[src/rtl/adf_pkg.sv]
package adf_pkg;

    // Line control bytes
    localparam logic [7:0] FLAG_BYTE = 8'h7E;
    localparam logic [7:0] ESC_BYTE  = 8'h7D;
    localparam logic [7:0] ESC_XOR   = 8'h10;

    // Field widths
    localparam int LEN_W  = 9;
    localparam int CNT_W  = 16;
    localparam int BYTE_W = 8;
    localparam int CFG_INDEX_W = 8;
    localparam int CFG_DATA_W  = 16;

    // Frame store size; the usable length limit is one below it
    localparam int BUFFER_BYTES = 512;
    localparam int LIMIT_CAP_I  =
        ((BUFFER_BYTES - 1) > ((1 << LEN_W) - 1)) ? ((1 << LEN_W) - 1) : (BUFFER_BYTES - 1);
    localparam logic [LEN_W-1:0] LIMIT_CAP = LIMIT_CAP_I[LEN_W-1:0];

    // Register reset values
    localparam logic [LEN_W-1:0] MIN_LEN_RESET = 9'd4;
    localparam logic [LEN_W-1:0] MAX_LEN_RESET = 9'd511;

    localparam logic [CNT_W-1:0] CNT_MAX = {CNT_W{1'b1}};

    // Configuration register indexes
    typedef enum logic [CFG_INDEX_W-1:0] {
        REG_MIN_FRAME_LEN = 8'd0,
        REG_MAX_FRAME_LEN = 8'd1
    } cfg_reg_t;

    // Result event codes
    typedef enum logic [2:0] {
        EV_DATA     = 3'd0,
        EV_GOOD     = 3'd1,
        EV_PARITY   = 3'd2,
        EV_RUNT     = 3'd3,
        EV_ABORT    = 3'd4,
        EV_OVERSIZE = 3'd5
    } event_t;

    // One step of the deframer, frame side
    typedef struct packed {
        logic              has_result;
        event_t            ev;
        logic [BYTE_W-1:0] data;
        logic [LEN_W-1:0]  pos;
    } frame_res_t;

    // Error totals after a step
    typedef struct packed {
        logic [CNT_W-1:0] runt;
        logic [CNT_W-1:0] abort;
        logic [CNT_W-1:0] oversize;
        logic [CNT_W-1:0] parity;
    } totals_t;

endpackage

[src/rtl/adf_frame.sv]
module adf_frame
(
    input  logic                         clk,
    input  logic                         rst_n,
    input  logic                         step,
    input  logic [adf_pkg::BYTE_W-1:0]   rx_byte,
    input  logic [adf_pkg::LEN_W-1:0]    min_len,
    input  logic [adf_pkg::LEN_W-1:0]    max_len,
    output adf_pkg::frame_res_t          res
);

    logic                       esc_reg;
    logic                       esc_next;
    logic [adf_pkg::LEN_W-1:0]  len_reg;
    logic [adf_pkg::LEN_W-1:0]  len_next;
    logic [adf_pkg::BYTE_W-1:0] xor_reg;
    logic [adf_pkg::BYTE_W-1:0] xor_next;
    logic [adf_pkg::BYTE_W-1:0] ub;
    logic [adf_pkg::LEN_W-1:0]  limit;

    // Effective length limit, capped by the frame store
    assign limit = (max_len > adf_pkg::LIMIT_CAP) ? adf_pkg::LIMIT_CAP : max_len;

    // Unescaped byte
    assign ub = esc_reg ? (rx_byte ^ adf_pkg::ESC_XOR) : rx_byte;

    // Per-byte decision
    always_comb
    begin
        esc_next       = esc_reg;
        len_next       = len_reg;
        xor_next       = xor_reg;
        res.has_result = 1'b0;
        res.ev         = adf_pkg::EV_DATA;
        res.data       = '0;
        res.pos        = len_reg;
        if (rx_byte == adf_pkg::FLAG_BYTE)
        begin
            esc_next = 1'b0;
            len_next = '0;
            xor_next = '0;
            res.has_result = 1'b1;
            if (esc_reg)
            begin
                res.ev = adf_pkg::EV_ABORT;
            end
            else if (len_reg == '0)
            begin
                res.has_result = 1'b0;
            end
            else if (len_reg < min_len)
            begin
                res.ev = adf_pkg::EV_RUNT;
            end
            else if (xor_reg != '0)
            begin
                res.ev = adf_pkg::EV_PARITY;
            end
            else
            begin
                res.ev = adf_pkg::EV_GOOD;
            end
        end
        else if (rx_byte == adf_pkg::ESC_BYTE)
        begin
            esc_next = 1'b1;
        end
        else if (len_reg >= limit)
        begin
            // Oversize: byte dropped, frame restarts
            esc_next       = 1'b0;
            len_next       = '0;
            xor_next       = '0;
            res.has_result = 1'b1;
            res.ev         = adf_pkg::EV_OVERSIZE;
        end
        else
        begin
            esc_next       = 1'b0;
            len_next       = len_reg + 1'b1;
            xor_next       = xor_reg ^ ub;
            res.has_result = 1'b1;
            res.ev         = adf_pkg::EV_DATA;
            res.data       = ub;
        end
    end

    // Frame state
    always_ff @(posedge clk or negedge rst_n)
    begin
        if (!rst_n)
        begin
            esc_reg <= 1'b0;
            len_reg <= '0;
            xor_reg <= '0;
        end
        else if (step)
        begin
            esc_reg <= esc_next;
            len_reg <= len_next;
            xor_reg <= xor_next;
        end
    end

endmodule

[src/rtl/adf_err_cnt.sv]
module adf_err_cnt
(
    input  logic             clk,
    input  logic             rst_n,
    input  logic             step,
    input  adf_pkg::event_t  ev,
    output adf_pkg::totals_t totals_next
);

    adf_pkg::totals_t totals_reg;

    // Saturating increment of the counter matching the event
    always_comb
    begin
        totals_next = totals_reg;
        case (ev)
            adf_pkg::EV_RUNT:
                if (totals_reg.runt != adf_pkg::CNT_MAX)
                    totals_next.runt = totals_reg.runt + 1'b1;
            adf_pkg::EV_ABORT:
                if (totals_reg.abort != adf_pkg::CNT_MAX)
                    totals_next.abort = totals_reg.abort + 1'b1;
            adf_pkg::EV_OVERSIZE:
                if (totals_reg.oversize != adf_pkg::CNT_MAX)
                    totals_next.oversize = totals_reg.oversize + 1'b1;
            adf_pkg::EV_PARITY:
                if (totals_reg.parity != adf_pkg::CNT_MAX)
                    totals_next.parity = totals_reg.parity + 1'b1;
            default:
                totals_next = totals_reg;
        endcase
    end

    always_ff @(posedge clk or negedge rst_n)
    begin
        if (!rst_n)
        begin
            totals_reg <= '0;
        end
        else if (step)
        begin
            totals_reg <= totals_next;
        end
    end

endmodule

[src/rtl/async_hdlc_deframer_parity_check.sv]
// Pipeline: a byte's input transfer loads the input register; its result is then
// written to the result register, which drives the output until it is taken.
// Throughput: one line byte per cycle; the input register, step logic and result
// register run as a two-register pipeline that stalls only on a held result.
// Reset (rst_n, async, active low) empties the pipeline, clears frame state and
// error counters, and sets min_frame_len to 4 and max_frame_len to 511.
module async_hdlc_deframer_parity_check
(
    input  logic                               clk,
    input  logic                               rst_n,
    // Configuration writes
    input  logic                               cfg_valid,
    output logic                               cfg_ready,
    input  logic [adf_pkg::CFG_INDEX_W-1:0]    cfg_index,
    input  logic [adf_pkg::CFG_DATA_W-1:0]     cfg_data,
    // Line bytes in
    input  logic                               in_valid,
    output logic                               in_ready,
    input  logic [7:0]                         rx_byte,
    // Results out
    output logic                               out_valid,
    input  logic                               out_ready,
    output logic [2:0]                         event_res,
    output logic [7:0]                         data_byte,
    output logic [8:0]                         position,
    output logic [15:0]                        runt_total,
    output logic [15:0]                        abort_total,
    output logic [15:0]                        oversize_total,
    output logic [15:0]                        parity_fail_total
);

    logic [adf_pkg::LEN_W-1:0]  min_len_reg;
    logic [adf_pkg::LEN_W-1:0]  max_len_reg;
    logic                       in_valid_reg;
    logic [adf_pkg::BYTE_W-1:0] in_byte_reg;
    logic                       out_valid_reg;
    logic                       step;
    adf_pkg::frame_res_t        fres;
    adf_pkg::totals_t           totals_next;
    adf_pkg::frame_res_t        res_reg;
    adf_pkg::totals_t           tot_reg;

    // Configuration registers
    assign cfg_ready = 1'b1;

    always_ff @(posedge clk or negedge rst_n)
    begin
        if (!rst_n)
        begin
            min_len_reg <= adf_pkg::MIN_LEN_RESET;
            max_len_reg <= adf_pkg::MAX_LEN_RESET;
        end
        else if (cfg_valid)
        begin
            if (cfg_index == adf_pkg::REG_MIN_FRAME_LEN)
                min_len_reg <= cfg_data[adf_pkg::LEN_W-1:0];
            else if (cfg_index == adf_pkg::REG_MAX_FRAME_LEN)
                max_len_reg <= cfg_data[adf_pkg::LEN_W-1:0];
        end
    end

    // Pipeline control
    assign step     = in_valid_reg && (!out_valid_reg || out_ready);
    assign in_ready = !in_valid_reg || step;

    // Input register
    always_ff @(posedge clk or negedge rst_n)
    begin
        if (!rst_n)
        begin
            in_valid_reg <= 1'b0;
        end
        else if (in_ready)
        begin
            in_valid_reg <= in_valid;
        end
    end

    always_ff @(posedge clk)
    begin
        if (in_valid && in_ready)
            in_byte_reg <= rx_byte;
    end

    adf_frame u_frame
    (
        .clk     (clk),
        .rst_n   (rst_n),
        .step    (step),
        .rx_byte (in_byte_reg),
        .min_len (min_len_reg),
        .max_len (max_len_reg),
        .res     (fres)
    );

    adf_err_cnt u_err_cnt
    (
        .clk         (clk),
        .rst_n       (rst_n),
        .step        (step && fres.has_result),
        .ev          (fres.ev),
        .totals_next (totals_next)
    );

    // Result register
    always_ff @(posedge clk or negedge rst_n)
    begin
        if (!rst_n)
        begin
            out_valid_reg <= 1'b0;
        end
        else if (step)
        begin
            out_valid_reg <= fres.has_result;
        end
        else if (out_ready)
        begin
            out_valid_reg <= 1'b0;
        end
    end

    always_ff @(posedge clk)
    begin
        if (step && fres.has_result)
        begin
            res_reg <= fres;
            tot_reg <= totals_next;
        end
    end

    assign out_valid         = out_valid_reg;
    assign event_res         = res_reg.ev;
    assign data_byte         = res_reg.data;
    assign position          = res_reg.pos;
    assign runt_total        = tot_reg.runt;
    assign abort_total       = tot_reg.abort;
    assign oversize_total    = tot_reg.oversize;
    assign parity_fail_total = tot_reg.parity;

endmodule

[config.mk]
export PLATFORM = sky130hd
export DESIGN_NAME = async_hdlc_deframer_parity_check
export DESIGN_NICKNAME = d
export VERILOG_FILES = /design/src/rtl/adf_pkg.sv /design/src/rtl/adf_frame.sv /design/src/rtl/adf_err_cnt.sv /design/src/rtl/async_hdlc_deframer_parity_check.sv
export SDC_FILE = /design/constraint.sdc
export NUM_CORES = 1
export LEC_CHECK = 0
export BUFFER_PORTS_ARGS = -buffer_cell sky130_fd_sc_hd__buf_2
export CAP_MARGIN = 40
export CELL_PAD_IN_SITES_DETAIL_PLACEMENT = 1
export CELL_PAD_IN_SITES_GLOBAL_PLACEMENT = 2
export CORE_MARGIN = 2
export CORE_UTILIZATION = 41
export DETAILED_ROUTE_END_ITERATION = 10
export PLACE_DENSITY_LB_ADDON = 0.3
export SLEW_MARGIN = 20
export SYNTH_ARGS = -nofsm -noshare
export SYNTH_HDL_FRONTEND = slang
export SYNTH_SLANG_ARGS = --single-unit
[constraint.sdc]
create_clock -name clk -period 10 [get_ports clk]
set_input_delay 0.5 -clock clk [delete_from_list [all_inputs] [get_ports clk]]
set_output_delay 0.5 -clock clk [all_outputs]
set_load 0.03 [all_outputs]
==> results.ini <==
[timing]
finalCritPeriodShare_pct=33.2
min_period_ns=3.32
timing.clock.skew_ns=0.0142
rsz0062_at_grt=false
count_of_final_hold_check_violations=0
fmax_mhz=301
worst_pin_slew_ns=0.833
timing.slew.headroom_pct=44.5
sum_of_negative_setup_slack_ns=0
finalSetupViolCount=0
worst_hold_slack_ns=0.102
maxSlewViolCount=0

[cells_and_area]
layout-drive-gt1-share_pct=22.7
nNetsFinal=994
n_antenna_cell=0
seq_area_sq_um=5330
largest_reg_flops=64
multi_input_area_sq_um=3830
layout.filler_cells=2463
area_delta_synth_final_pct=15.5

[routing]
dr_total_vias=6547
drt_first_iter_violations=279
antenna_left=0
routed_wl_um=21700
vias_per_cell=5.31
drt_first_pass_iters=5
wl_per_cell_um=17.6
drcViolationCount=0

[placement]
count_of_buffers_inserted_at_the_top_level_ports=115
place_congestion=0.755
detailedPlacementHpwl_um=15000

[power_and_ir_drop]
vdd_drop_max_v=0.000107
power_leakage_nw=4.60
power_density_nw_per_um2=198

[cts]
root_driver=sky130_fd_sc_hd__clkbuf_16
cts_inserted_buffers=17
clk_lat_worst_skew_ns=0.44
clock_sinks=194
cts_hold_buf=0
clk_path_buf_depth=2
cts_resized=0
clkSlewWorstSetupHoldPaths_ns=0.08
cts_tree=yes
post-cts-setup-buffer-count=0
h-tree-depth=4

[critical_path]
setup.worst_path.end_class=flop
crit_path_cell_trace=inv_1, ha_1, a21oi_1, o21ai_0, a211oi_2, buf_4, o211a_1, nand2_1, mux2_2
startpoint_type=flop
critical_path.max_fanout=26
critical-path-slowest-cell=sky130_fd_sc_hd__o211a_1
timing.critical_path.slowest_cell_delay_ns=0.72
criticalPathCategory=flop to flop
arrival_time_of_data_at_the_critical_path_endpoint_ns=3.51
crit_required_ns=10.19

[floorplanning]
coreArea_sq_um=22600
die_height_um=155
placement_rows=55
die-area_sq_um=24200
chipWidth_um=155
start_util_pct=41.7
io-pin-count=124

[global_routing]
grt_first_pass_wirelength_um=36000
grt_pass1_vias=6844
grt_remaining_overflow=0
grtUsageTotal_pct=18.9
grt_util_met1_pct=25.9
grt_antenna_before_repair=0
global_route.peak_usage_layer=met2
largest_net_degree_at_the_start_of_global_routing=58
grt_use_met2_pct=31.2
gr-usage-met3_pct=3.59

[synth]
synth_fp_nets=885
synth_largest_area_cell=sky130_fd_sc_hd__edfxtp_1
syn-instance-count=825
synthFlopType=sky130_fd_sc_hd__edfxtp_1
postSynthRegisterBits=194
yosysSeqAreaShare_pct=56.6
post_synth_top_cells=sky130_fd_sc_hd__dfrtp_1 (92), sky130_fd_sc_hd__edfxtp_1 (92), sky130_fd_sc_hd__nand2_1 (80), sky130_fd_sc_hd__xnor2_1 (67), sky130_fd_sc_hd__nand3_1 (54)
synth.yosys.warnings=0
syn_avg_cell_area_sq_um=11.4
synth-edff-count=92
synthArstFlopShare_pct=52.6
synth.distinct_cells=65
ys_top_cells_by_area=sky130_fd_sc_hd__edfxtp_1 (29%), sky130_fd_sc_hd__dfrtp_1 (24%), sky130_fd_sc_hd__xnor2_1 (6.2%), sky130_fd_sc_hd__xor2_1 (3.6%), sky130_fd_sc_hd__mux2_2 (3.5%)
synth_top_cell_area_share_pct=29.4
syn-cell-area_sq_um=9410

[worst_hold_path]
timing.hold.worst.class=input port to asynchronous set/reset pin

[flow_run]
cap_viol_max_count=0

[run_status]
status=completed

## path summary, 6_finish.rpt
path | from | end | slack [ns] | depth (start not counted)
worst max-delay path | max_len_reg[8]$_DFFE_PN1P_ | parity_fail_total[1]$_DFFE_PP_ | 6.68 | 9
worst min-delay path | rst_n | min_len_reg[5]$_DFFE_PN0P_ | 0.10 | 1
worst max register to register | max_len_reg[8]$_DFFE_PN1P_ | parity_fail_total[1]$_DFFE_PP_ | 6.68 | 9
worst min register to register | min_len_reg[2]$_DFFE_PN1P_ | min_len_reg[2]$_DFFE_PN1P_ | 0.51 | 2
max in group asynchronous | rst_n | u_err_cnt.totals_reg[26]$_DFFE_PN0P_ | 8.69 | 2
min in group clk | rx_byte[2] | in_byte_reg[2]$_DFFE_PP_ | 0.23 | 1
## through the flow
stage                     area [sq um]  utilization, %  worst slack (ns)  instances  power, mW
final                            10900            48.2              6.68       1232       2.15
after global routing             10900            48.2              6.40       1232       2.26
after CTS                        10900            48.2              6.66       1232       2.18
after detailed placement         10300            45.6              6.68       1200       1.48
after global placement           10300            45.5              6.77       1198       1.47
after floorplan                   9410               -              5.46        825       1.34
## final cells by class
| type | instances | share of cell area [%] |
|---|---|---|
| inverters | 32 | 1.13 |
| clock inverters | 14 | 1.32 |
| clock buffers | 18 | 4.04 |
| flip-flops and latches | 194 | 49.0 |
| repair buffers | 124 | 5.97 |
| well taps | 285 | 3.28 |
| multi-input cells | 565 | 35.2 |
## cell usage in the layout, fill, tap and decap left out, drive strengths merged, types with 30 or more instances in the layout
cell and n:
and3 30, buf 124, dfrtp 92, edfxtp 92, inv 38, nand2 81
nand3 55, nor2 51, xnor2 67, xor2 39
## power by group
group          switching (mW)  leakage, nW  internal, mW
clock network           0.326        0.281         0.358
logic                   0.308         2.13         0.142
registers              0.0687         2.19         0.946
total                   0.703         4.60          1.45
## worst max-delay path, delay by kind of cell, from the launching register on
kind,cells,cell delay [ns]
fa+ha+maj,1,0.31
compound gates,4,1.32
flops,1,0.53
mux,1,0.33
simple gates,1,0.25
buf+inv,2,0.32
## per-layer routing
layer,vias up,share of wire (%)
met1,3272,48
met5,-,0
li1,3161,-
met2,97,48
met3,17,2.9
met4,0,1.0
## kinds of logic (layout without fill, tap and decap cells)
family,Yosys count,count (layout),synth area share (%)
AOI/OAI and AO/OA,78,78,5.82
xor gates and xnor gates,106,106,9.87
adders and majority gates,23,23,3.06
buffers and inverters,66,188,2.98
DFF,194,194,56.6
muxes,29,29,3.47
other,1,1,0.0399
and+or+nand+nor,328,328,18.1
Power figures use the tool's default switching activity.
